**src/rtl/spa_pkg.sv**
```systemverilog
// Shared types and constants for the sparse polynomial adder.
// Used by the controller, the datapath and the top level; no dependencies.
package spa_pkg;

	// Field widths of the input and result words.
	localparam int KIND_W = 2;
	localparam int COEF_W = 32;
	localparam int EXP_W  = 16;
	localparam int SUM_W  = 33;

	// Item kinds on the input channel. Code 3 is unused and ignored.
	typedef enum logic [KIND_W-1:0] {
		KIND_APPEND_A = 2'd0,
		KIND_APPEND_B = 2'd1,
		KIND_RUN      = 2'd2
	} kind_t;

	// Controller states, one-hot.
	typedef enum logic [3:0] {
		ST_IDLE   = 4'b0001,
		ST_FETCH  = 4'b0010,
		ST_CMP    = 4'b0100,
		ST_FINISH = 4'b1000
	} state_t;

	// Source of the merged term captured in one compare step.
	typedef enum logic [1:0] {
		SEL_A   = 2'd0,
		SEL_B   = 2'd1,
		SEL_SUM = 2'd2
	} cand_sel_t;

	// Commands from the controller to the datapath.
	typedef struct packed {
		logic      wr_a;
		logic      wr_b;
		logic      set_ovf;
		logic      adv_a;
		logic      adv_b;
		logic      take;
		cand_sel_t sel;
		logic      finish;
	} spa_cmd_t;

	// Status from the datapath to the controller.
	typedef struct packed {
		logic a_full;
		logic b_full;
		logic have_a;
		logic have_b;
		logic exp_eq;
		logic a_gt;
		logic sum_nz;
		logic pend_valid;
		logic out_free;
	} spa_stat_t;

endpackage

```
**src/rtl/spa_ram.sv**
```systemverilog
// Generic single-write, single-read RAM with a registered read port.
// No dependencies.
module spa_ram #(
	parameter int Width = 8,
	parameter int Depth = 16,
	localparam int AddrW = (Depth > 1) ? $clog2(Depth) : 1
) (
	input  logic             clk,
	input  logic             we,
	input  logic [AddrW-1:0] waddr,
	input  logic [Width-1:0] wdata,
	input  logic [AddrW-1:0] raddr,
	output logic [Width-1:0] rdata
);

	logic [Width-1:0] mem_q [Depth];

	// Write port and registered read port.
	always_ff @(posedge clk) begin
		if (we) begin
			mem_q[waddr] <= wdata;
		end
		rdata <= mem_q[raddr];
	end

endmodule

```
**src/rtl/spa_ctrl.sv**
```systemverilog
// Controller state machine of the sparse polynomial adder.
// Depends on spa_pkg for the state, kind, command and status types.
module spa_ctrl (
	input  logic               clk,
	input  logic               arst_n,
	input  logic               in_valid,
	output logic               in_ready,
	input  logic [1:0]         kind,
	input  spa_pkg::spa_stat_t stat,
	output spa_pkg::spa_cmd_t  cmd
);

	spa_pkg::state_t state_q, state_d;

	// Input words are taken only between runs.
	assign in_ready = (state_q == spa_pkg::ST_IDLE);

	// Next state and command decode.
	always_comb begin
		logic produce;
		logic step_a;
		logic step_b;
		state_d  = state_q;
		cmd      = '0;
		cmd.sel  = spa_pkg::SEL_A;
		produce  = 1'b0;
		step_a   = 1'b0;
		step_b   = 1'b0;
		case (state_q)
			spa_pkg::ST_IDLE: begin
				if (in_valid) begin
					case (kind)
						spa_pkg::KIND_APPEND_A: begin
							cmd.wr_a    = !stat.a_full;
							cmd.set_ovf = stat.a_full;
						end
						spa_pkg::KIND_APPEND_B: begin
							cmd.wr_b    = !stat.b_full;
							cmd.set_ovf = stat.b_full;
						end
						spa_pkg::KIND_RUN: begin
							state_d = spa_pkg::ST_FETCH;
						end
						default: begin
						end
					endcase
				end
			end
			spa_pkg::ST_FETCH: begin
				// Read addresses are the list heads; data shows up next cycle.
				state_d = spa_pkg::ST_CMP;
			end
			spa_pkg::ST_CMP: begin
				if (!stat.have_a && !stat.have_b) begin
					state_d = spa_pkg::ST_FINISH;
				end else begin
					// Pick the term to pass on and which heads move.
					if (stat.have_a && stat.have_b) begin
						if (stat.exp_eq) begin
							cmd.sel = spa_pkg::SEL_SUM;
							produce = stat.sum_nz;
							step_a  = 1'b1;
							step_b  = 1'b1;
						end else if (stat.a_gt) begin
							cmd.sel = spa_pkg::SEL_A;
							produce = 1'b1;
							step_a  = 1'b1;
						end else begin
							cmd.sel = spa_pkg::SEL_B;
							produce = 1'b1;
							step_b  = 1'b1;
						end
					end else if (stat.have_a) begin
						cmd.sel = spa_pkg::SEL_A;
						produce = 1'b1;
						step_a  = 1'b1;
					end else begin
						cmd.sel = spa_pkg::SEL_B;
						produce = 1'b1;
						step_b  = 1'b1;
					end
					// Hold the step while the pending term cannot move out.
					if (!(produce && stat.pend_valid && !stat.out_free)) begin
						cmd.take  = produce;
						cmd.adv_a = step_a;
						cmd.adv_b = step_b;
						state_d   = spa_pkg::ST_FETCH;
					end
				end
			end
			spa_pkg::ST_FINISH: begin
				if (stat.out_free) begin
					cmd.finish = 1'b1;
					state_d    = spa_pkg::ST_IDLE;
				end
			end
			default: begin
				state_d = spa_pkg::ST_IDLE;
			end
		endcase
	end

	// State register.
	always_ff @(posedge clk or negedge arst_n) begin
		if (!arst_n) begin
			state_q <= spa_pkg::ST_IDLE;
		end else begin
			state_q <= state_d;
		end
	end

endmodule

```
**src/rtl/spa_dp.sv**
```systemverilog
// Datapath of the sparse polynomial adder: term stores, counts, merge
// compare, pending term and output register. Depends on spa_pkg and spa_ram.
module spa_dp #(
	parameter int TERMS = 16
) (
	input  logic                           clk,
	input  logic                           arst_n,
	input  logic signed [spa_pkg::COEF_W-1:0] coef,
	input  logic [spa_pkg::EXP_W-1:0]      expon,
	input  spa_pkg::spa_cmd_t              cmd,
	output spa_pkg::spa_stat_t             stat,
	output logic                           out_valid,
	input  logic                           out_ready,
	output logic signed [spa_pkg::SUM_W-1:0] sum_coef,
	output logic [spa_pkg::EXP_W-1:0]      sum_expon,
	output logic                           zero_poly,
	output logic                           last,
	output logic                           dropped
);

	localparam int CntW  = $clog2(TERMS + 1);
	localparam int AddrW = (TERMS > 1) ? $clog2(TERMS) : 1;
	localparam int TermW = spa_pkg::COEF_W + spa_pkg::EXP_W;

	logic [CntW-1:0] a_cnt_q, b_cnt_q;
	logic [CntW-1:0] ia_q, jb_q;
	logic            ovf_q;

	logic [TermW-1:0] a_rd, b_rd;
	logic [TermW-1:0] wr_term;

	logic signed [spa_pkg::COEF_W-1:0] a_coef, b_coef;
	logic [spa_pkg::EXP_W-1:0]         a_exp, b_exp;
	logic signed [spa_pkg::SUM_W-1:0]  a_wide, b_wide, sum;
	logic signed [spa_pkg::SUM_W-1:0]  cand_coef;
	logic [spa_pkg::EXP_W-1:0]         cand_exp;

	logic                              pend_valid_q;
	logic signed [spa_pkg::SUM_W-1:0]  pend_coef_q;
	logic [spa_pkg::EXP_W-1:0]         pend_exp_q;

	logic out_valid_q;
	logic out_load;

	assign wr_term = {coef, expon};

	// List A and list B term stores, written at the fill count.
	spa_ram #(.Width(TermW), .Depth(TERMS)) u_ram_a (
		.clk   (clk),
		.we    (cmd.wr_a),
		.waddr (a_cnt_q[AddrW-1:0]),
		.wdata (wr_term),
		.raddr (ia_q[AddrW-1:0]),
		.rdata (a_rd)
	);

	spa_ram #(.Width(TermW), .Depth(TERMS)) u_ram_b (
		.clk   (clk),
		.we    (cmd.wr_b),
		.waddr (b_cnt_q[AddrW-1:0]),
		.wdata (wr_term),
		.raddr (jb_q[AddrW-1:0]),
		.rdata (b_rd)
	);

	// Head terms and their widened sum.
	assign a_coef = a_rd[TermW-1:spa_pkg::EXP_W];
	assign a_exp  = a_rd[spa_pkg::EXP_W-1:0];
	assign b_coef = b_rd[TermW-1:spa_pkg::EXP_W];
	assign b_exp  = b_rd[spa_pkg::EXP_W-1:0];
	assign a_wide = {a_coef[spa_pkg::COEF_W-1], a_coef};
	assign b_wide = {b_coef[spa_pkg::COEF_W-1], b_coef};
	assign sum    = a_wide + b_wide;

	// Candidate term chosen by the controller.
	always_comb begin
		case (cmd.sel)
			spa_pkg::SEL_A: begin
				cand_coef = a_wide;
				cand_exp  = a_exp;
			end
			spa_pkg::SEL_B: begin
				cand_coef = b_wide;
				cand_exp  = b_exp;
			end
			spa_pkg::SEL_SUM: begin
				cand_coef = sum;
				cand_exp  = a_exp;
			end
			default: begin
				cand_coef = a_wide;
				cand_exp  = a_exp;
			end
		endcase
	end

	// Status for the controller.
	always_comb begin
		stat.a_full     = (a_cnt_q == CntW'(TERMS));
		stat.b_full     = (b_cnt_q == CntW'(TERMS));
		stat.have_a     = (ia_q < a_cnt_q);
		stat.have_b     = (jb_q < b_cnt_q);
		stat.exp_eq     = (a_exp == b_exp);
		stat.a_gt       = (a_exp > b_exp);
		stat.sum_nz     = (sum != '0);
		stat.pend_valid = pend_valid_q;
		stat.out_free   = !out_valid_q || out_ready;
	end

	// The output register loads when a newer term pushes the pending one out,
	// or at the end of a run.
	assign out_load = (cmd.take && pend_valid_q) || cmd.finish;

	// Counts, list heads, drop flag and valid bits.
	always_ff @(posedge clk or negedge arst_n) begin
		if (!arst_n) begin
			a_cnt_q      <= '0;
			b_cnt_q      <= '0;
			ia_q         <= '0;
			jb_q         <= '0;
			ovf_q        <= 1'b0;
			pend_valid_q <= 1'b0;
			out_valid_q  <= 1'b0;
		end else begin
			if (cmd.wr_a) begin
				a_cnt_q <= a_cnt_q + CntW'(1);
			end
			if (cmd.wr_b) begin
				b_cnt_q <= b_cnt_q + CntW'(1);
			end
			if (cmd.set_ovf) begin
				ovf_q <= 1'b1;
			end
			if (cmd.adv_a) begin
				ia_q <= ia_q + CntW'(1);
			end
			if (cmd.adv_b) begin
				jb_q <= jb_q + CntW'(1);
			end
			if (cmd.take) begin
				pend_valid_q <= 1'b1;
			end
			if (out_load) begin
				out_valid_q <= 1'b1;
			end else if (out_ready) begin
				out_valid_q <= 1'b0;
			end
			if (cmd.finish) begin
				a_cnt_q      <= '0;
				b_cnt_q      <= '0;
				ia_q         <= '0;
				jb_q         <= '0;
				ovf_q        <= 1'b0;
				pend_valid_q <= 1'b0;
			end
		end
	end

	// Pending term and output word payload.
	always_ff @(posedge clk) begin
		if (cmd.take) begin
			pend_coef_q <= cand_coef;
			pend_exp_q  <= cand_exp;
		end
		if (out_load) begin
			dropped <= ovf_q;
			last    <= cmd.finish;
			if (pend_valid_q) begin
				sum_coef  <= pend_coef_q;
				sum_expon <= pend_exp_q;
				zero_poly <= 1'b0;
			end else begin
				sum_coef  <= '0;
				sum_expon <= '0;
				zero_poly <= 1'b1;
			end
		end
	end

	assign out_valid = out_valid_q;

endmodule

```
**src/rtl/sparse_polynomial_adder.sv**
```systemverilog
// Top level of the sparse polynomial adder: controller plus datapath.
// Depends on spa_pkg, spa_ctrl, spa_dp and spa_ram.
//
//  channel | handshake           | payload
//  --------+---------------------+------------------------------------------
//  in      | in_valid, in_ready  | kind, coef, expon
//  out     | out_valid, out_ready| sum_coef, sum_expon, zero_poly, last, dropped
//
// Append words are accepted back to back.
// A run word repeats a merge step (registered store read, then compare),
// then closes with a last read, the compare that finds both lists spent,
// and the finish.
// Reset empties both lists and clears the drop flag; store contents are
// not cleared. A stalled output holds the merge at its next step; the input
// stays blocked until the run's final word sits in the output register.
module sparse_polynomial_adder #(
	parameter int TERMS = 16
) (
	input  logic                              clk,
	input  logic                              arst_n,
	input  logic                              in_valid,
	output logic                              in_ready,
	input  logic [spa_pkg::KIND_W-1:0]        kind,
	input  logic signed [spa_pkg::COEF_W-1:0] coef,
	input  logic [spa_pkg::EXP_W-1:0]         expon,
	output logic                              out_valid,
	input  logic                              out_ready,
	output logic signed [spa_pkg::SUM_W-1:0]  sum_coef,
	output logic [spa_pkg::EXP_W-1:0]         sum_expon,
	output logic                              zero_poly,
	output logic                              last,
	output logic                              dropped
);

	spa_pkg::spa_cmd_t  cmd;
	spa_pkg::spa_stat_t stat;

	// Sequencing of appends and the merge.
	spa_ctrl u_ctrl (
		.clk      (clk),
		.arst_n   (arst_n),
		.in_valid (in_valid),
		.in_ready (in_ready),
		.kind     (kind),
		.stat     (stat),
		.cmd      (cmd)
	);

	// Term stores, merge compare and output register.
	spa_dp #(.TERMS(TERMS)) u_dp (
		.clk       (clk),
		.arst_n    (arst_n),
		.coef      (coef),
		.expon     (expon),
		.cmd       (cmd),
		.stat      (stat),
		.out_valid (out_valid),
		.out_ready (out_ready),
		.sum_coef  (sum_coef),
		.sum_expon (sum_expon),
		.zero_poly (zero_poly),
		.last      (last),
		.dropped   (dropped)
	);

endmodule

```
**config.mk**
```make
export PLATFORM = sky130hd
export DESIGN_NAME = sparse_polynomial_adder
export DESIGN_NICKNAME = d
export VERILOG_FILES = /design/src/rtl/spa_pkg.sv /design/src/rtl/spa_ram.sv /design/src/rtl/spa_ctrl.sv /design/src/rtl/spa_dp.sv /design/src/rtl/sparse_polynomial_adder.sv
export SDC_FILE = /design/constraint.sdc
export NUM_CORES = 2
export LEC_CHECK = 0
export ABC_AREA = 1
export BUFFER_PORTS_ARGS = -buffer_cell sky130_fd_sc_hd__buf_2
export CORE_MARGIN = 2
export CORE_UTILIZATION = 50
export CTS_CLUSTER_SIZE = 30
export DETAILED_ROUTE_END_ITERATION = 8
export PLACE_DENSITY_LB_ADDON = 0.08
export SETUP_SLACK_MARGIN = 0.15
export SYNTH_ARGS = -nofsm -noshare
export SYNTH_HDL_FRONTEND = slang
export SYNTH_SLANG_ARGS = --single-unit
```
**constraint.sdc**
```tcl
create_clock -name clk -period 5.01 [get_ports clk]
set_input_delay 0.501 -clock clk [delete_from_list [all_inputs] [get_ports clk]]
set_output_delay 0.501 -clock clk [all_outputs]
set_load 0.01 [all_outputs]
```
Word-level counts from Yosys, hierarchy flattened
Memories as Yosys holds them, arrays and structs flattened. A register that Yosys moved wholly into a read port is not among the register bits. Index checks and enable logic that the tools add are counted.

Register bits after elaboration: 128. Bits in writable memories: 1536. Output and inout port bits: 54. Word-level logic and storage cells: 116. Memories: 2.

Add/sub/neg operators: 5. Order comparisons: 3. Eq/ne operators: 15. Muxes and demuxes: 53. Reduce and logical (&&, ||, !) cells: 23.

Memories: u_dp.u_ram_a.mem_q (words 16, bits a word 48, read ports 1, clocked after memory_dff 1, write ports 1, line spa_ram.sv:16) `logic [Width-1:0] mem_q [Depth];`; u_dp.u_ram_b.mem_q (words 16, bits a word 48, read ports 1, clocked after memory_dff 1, write ports 1, line spa_ram.sv:16).

Operators by type and width (number): $pmux W33 S2 (1); $mux W5 (10); $add A32 B32 Y33 (1); $reduce_bool A33 Y1 (1); $mux W1 (29); $add A5 B1 Y5 const B (4); $mux W4 (5); $eq A16 B16 Y1 (1); $gt A16 B16 Y1 (1); $mux W16 (1); $pmux W4 S4 (1); $reduce_bool A2 Y1 (7); $eq A5 B5 Y1 const B (2); $lt A5 B5 Y1 (2); $mux W3 (3); $logic_not A1 Y1 (6); $logic_and A1 B1 Y1 (5); $eq A2 B1 Y1 const B (2); $eq A2 B2 Y1 const B (2); $eq A4 B1 Y1 const B (1); $eq A4 B2 Y1 const B (1); $eq A4 B3 Y1 const B (1); $eq A4 B4 Y1 const B (1); $mux W2 (2); other kinds (7) (9).

Depth between registers and ports, before layout
Word-level depth: 14. Mapped depth: 21. Depth with buffers taken out: 21.

Modules after synthesis
A second synthesis with hierarchy kept.

Cells, all modules: 7593. Area, all modules: 77086.4 µm².

By module, submodules not included: spa_ram (instances 2, cells each 3165, area an instance 33988.8 µm²); spa_dp (instances 1, cells each 1196, area an instance 8714.6 µm²); spa_ctrl (instances 1, cells each 67, area an instance 394.1 µm²).

Least setup slack after synthesis
OpenSTA, ideal clock, no wires.

Path kind: flip-flop to flip-flop. Start point: register u_dp.u_ram_b.rdata[16], read port of u_dp.u_ram_b.mem_q. End point: register u_dp.pend_coef_q[0] (netlist name), enable pin. Library setup time: 0.456 ns. Arrival: 4.049 ns. Data required time: 4.554 ns. Slack: 0.505 ns. Stages on the path, launching flop included: 19. Path buffers: 0. Clock period less this slack: 4.505 ns. Cells stage by stage: dfxtp_1 > ha_1 > inv_1 > fa_1 > inv_1 > nand3_1 > nand2_2 > nand2_1 > nand2_1 > nand2_1 > nand2_1 > nand2_1 > nand3b_1 > nand2_1 > nand3_1 > nor2_2 > nand3_2 > nand2_1 > nor2_1.

RTL lines: from (decl) (line spa_ram.sv:13) `output logic [Width-1:0] rdata`; to (signal assigned) (line spa_dp.sv:162) `pend_coef_q <= cand_coef;`; to (decl) (line spa_dp.sv:39) `logic signed [spa_pkg::SUM_W-1:0] pend_coef_q;`.

Final worst setup path
Start point: register u_dp.u_ram_b.rdata[22], read port of u_dp.u_ram_b.mem_q. End point: register u_dp.sum_coef[31] (netlist name), enable pin.

Longest elaborated chain between the ends: 13.

RTL lines: $add A32 B32 Y33 * (line spa_dp.sv:73) `assign sum = a_wide + b_wide;`; $reduce_bool A33 Y1 * (line spa_dp.sv:105) `stat.sum_nz = (sum != '0);`; $mux W1 * (line spa_ctrl.sv:59) `if (stat.exp_eq) begin`; $mux W1 * (line spa_ctrl.sv:58) `if (stat.have_a && stat.have_b) begin`; $mux W1 * (line spa_ctrl.sv:54) `if (!stat.have_a && !stat.have_b) begin`; $mux W1 * (line spa_ctrl.sv:29) `case (state_q)`; $logic_and A1 B1 Y1 (2 in a row) (line spa_ctrl.sv:83) `if (!(produce && stat.pend_valid && !stat.out_free)) begin`; $mux W3 * (line spa_ctrl.sv:83); $mux W5 * (line spa_ctrl.sv:54); $mux W5 * (line spa_ctrl.sv:29); $logic_and A1 B1 Y1 * (line spa_dp.sv:112) `assign out_load = (cmd.take && pend_valid_q) || cmd.finish;`; $logic_or A1 B1 Y1 * (line spa_dp.sv:112); named net u_dp.out_load (line spa_dp.sv:43) `logic out_load;`; to (signal assigned) (line spa_dp.sv:169) `sum_coef <= pend_coef_q;`; to (decl) (line spa_dp.sv:14) `output logic signed [spa_pkg::SUM_W-1:0] sum_coef,`.

The timed path passes the listed nets; every way through them passes the cells marked *. The select of a mux whose other input is x is not followed. A chain may end at the register's enable or synchronous reset.

==> impl_metrics.toml <==
[final_layout]
nFillCells = 11360
layout_common_cells = "edfxtp_1, nor2_1, nand2_1, o21ai_0, o32ai_1"
drive_above_1_share = 0.09503
finalNetCount = 5569
mostFrequentLayoutCell = "edfxtp_1"
area_delta_synth_final_pct = 12.45

[worst_setup_path]
end_kind = "register"
required_ns = 5.53
worstPathArrival_ns = 4.52
cp-start-kind = "register"
critical_path_class = "register to register"
cp_max_fo = 34
reg2reg_depth = 17

[logic_synthesis]
yosysSeqAreaShare = 0.7366
syn_nets = 5498
async_flop_share = 0.01534
ys_warn_count = 0
syn_area_um2 = 70270
syn_avg_cell_area_um2 = 13.07
synth_top_flop_cell = "edfxtp_1"
ys_ff_latch = 1760
syn_inst = 5375
ys_types = 44
synth_edf_count = 1637

[worst_hold_path]
whs_path_depth = 3
hp-class = "primary input to register"

[route]
via_count = 44100
first_pass_iters = 6
drc_errors = 0
routed_wl_um = 194100
postRouteAntennaNets = 0
routedWlPerCell_um = 25.95
drtIter0Drc = 4678
via_per_inst = 5.897

[sta]
tns_ns = 0
maxSlewHeadroom = 0.2364
finalSetupViolCount = 0
worst_slew_pin_slew_ns = 1.143
drv_slew = 0
fmax_mhz = 250.1
hold_violations = 0
rsz0062_at_grt = "no"
post-route-period-util = 0.7980
finClkSkew_ns = 0.03563
fin_crit_ns = 3.998

[floorplanning]
die_x_um = 378.9
core_um2 = 139500
io_pins = 108
design.die.area_um2 = 143500
initial_core_util = 0.5036
die_height_um = 378.9
fp-row-count = 137

[place]
port_buffers = 107
dp_hpwl_um = 110300
place.gp.congestion = 0.9439

[global_routing]
grt_pass1_vias = 41550
gr-usage-all-layers = 0.2703
antenna_found_initial = 15
grt_max_degree = 143
grt_pass1_wl_um = 281300
grt_overflow = 0

[clock_tree]
cts_setup_buffers = 0
clkTransAtPathRegs_ns = 0.06
clk_latency_ns = 0.82
post_cts_resized = 0
clk_path_buf_depth = 3
cts_num_sinks = 1760
cts_made_buffers = 181
cts_tree = "done"
cts_root_buf = "clkbuf_16"
htree_num_levels = 4

[outcome]
outcome = "finished clean"

[power]
p_per_area_nw_per_um2 = 533.3
vdd_drop_max_mv = 0.4392
power_mw = 42.14
p_leak_nw = 26.87

[run]
cap_viol_max_count = 0
path summary, 6_finish.rpt:
| kind | startpoint | end | slack, ns |
|---|---|---|---|
| max | u_dp.u_ram_b.rdata[22] | u_dp.sum_coef[31] | 1.01 |
| min | kind[0] | u_ctrl.state_q[0] | 0.09 |
| max reg2reg | u_dp.u_ram_b.rdata[22] | u_dp.sum_coef[31] | 1.01 |
| min reg2reg | u_dp.pend_coef_q[29] | u_dp.sum_coef[29] | 0.50 |
| max in group asynchronous | arst_n | u_dp.jb_q[0] | 4.09 |
| min in group asynchronous | arst_n | u_dp.a_cnt_q[0] | 0.37 |
metrics by stage:
stage | hold WS (ns) | instances | util | cell area (um^2) | setup WS, ns
after floorplan | 0.2054 | 5375 | - | 70270 | 0.5053
after global placement | 0.4938 | 7138 | 0.5247 | 73220 | 1.096
after detailed placement | 0.4937 | 7138 | 0.5247 | 73220 | 1.163
after CTS | 0.01970 | 7474 | 0.5662 | 79000 | 1.133
after global routing | 0.08047 | 7476 | 0.5662 | 79010 | 0.8953
final | 0.09403 | 7479 | 0.5663 | 79020 | 1.012
power breakdown:
part           switching (mW)  leakage [nW]  internal [mW]  total [mW]
Sequential              0.539          15.9           16.9        17.4
Clock                    5.56          2.82           7.54        13.1
Combinational            8.11          8.20           3.49        11.6
worst max-delay path: stages, from the launching register on:
cell,delay (ns)
dfxtp_1,0.38
ha_1,0.42
nand2_1,0.12
nor2_1,0.29
nand2_1,0.13
nand2_2,0.15
nand2_1,0.08
nand2_1,0.13
nand2_1,0.08
nand2_1,0.12
nand2_1,0.11
nor2_1,0.26
nand3_1,0.14
nor2_2,0.11
nand3_2,0.19
nand4_1,0.18
nand2_2,0.42
buf_12,0.35
flip-flops by register name, indices dropped and copies added, names as in the netlist:
register	count
u_ctrl.state_q	4
u_dp.ia_q	5
u_dp.dropped	1
u_dp.pend_valid_q	1
u_dp.last	1
u_dp.out_valid	1
u_dp.pend_exp_q	16
u_dp.sum_coef	33
u_dp.u_ram_a.rdata	48
u_dp.sum_expon	16
u_dp.a_cnt_q	5
u_dp.pend_coef_q	33
u_dp.u_ram_a.mem_q	768
u_dp.zero_poly	1
u_dp.u_ram_b.rdata	48
u_dp.u_ram_b.mem_q	768
u_dp.b_cnt_q	5
u_dp.jb_q	5
u_dp.ovf_q	1
timing repair:
| action | CTS | global route |
|---|---|---|
| hold buffers | 1 | 0 |
| endpoints found under the setup margin | 0 | 0 |
| hold endpoints to repair | 26 | 0 |
layer usage:
| metal | track usage | wire [um] | vias to the layer above |
|---|---|---|---|
| met4 | 0.08685 | 5581 | 8 |
| met1 | 0.3793 | 83010 | 22200 |
| li1 | - | - | 19950 |
| met5 | 0 | 46 | - |
| met3 | 0.05283 | 14590 | 308 |
| met2 | 0.4266 | 90840 | 1635 |
Yosys cell counts (2+ instances only):
library cell / n / share of area
nand2_1: 589 / 0.031
nand3b_1: 11 / 0.0012
edfxtp_1: 1637 / 0.70
buf_1: 23 / 0.0012
dfxtp_1: 96 / 0.027
a21boi_0: 3 / 0.00032
nand2_2: 4 / 0.00036
o21ai_0: 421 / 0.030
a21oi_1: 99 / 0.0071
o221ai_1: 150 / 0.019
dfrtp_1: 26 / 0.0093
inv_1: 229 / 0.012
clkbuf_1: 259 / 0.014
clkinv_1: 4 / 0.00021
nand4_1: 27 / 0.0024
ha_1: 68 / 0.012
nor4_1: 2 / 0.00018
nand3_1: 230 / 0.016
o211ai_1: 43 / 0.0046
nor2_1: 984 / 0.053
buf_2: 33 / 0.0024
buf_6: 2 / 0.00032
o32ai_1: 234 / 0.029
nor3_1: 10 / 0.00071
nand3_2: 4 / 0.00057
xor2_1: 4 / 0.00050
xnor2_1: 4 / 0.00050
mux2i_1: 150 / 0.021
o21bai_1: 6 / 0.00064
o22ai_1: 2 / 0.00018
nor2_2: 7 / 0.00062
a211oi_1: 2 / 0.00021
logic make-up after synthesis:
| logic type | Yosys count | synth area share |
|---|---|---|
| compound gates | 964 | 0.09133 |
| simple gates | 1874 | 0.1072 |
| mux | 150 | 0.02137 |
| buf+inv | 550 | 0.03018 |
| flops | 1760 | 0.7366 |
| fa+ha+maj | 69 | 0.01239 |
| xor+xnor | 8 | 0.0009971 |
final cells by class:
type | instances | area, um^2 | area share
flip-flops and latches | 1760 | 51780 | 0.6553
clock buffers | 248 | 5030 | 0.06366
diodes | 5 | 12.51 | 0.0001583
inverters | 233 | 894.6 | 0.01132
multi-input cells | 3065 | 16660 | 0.2108
repair buffers | 205 | 1549 | 0.01960
clock inverters | 87 | 745.7 | 0.009438
well taps | 1876 | 2347 | 0.02971
Note: power is estimated with default switching activity, not from simulation.
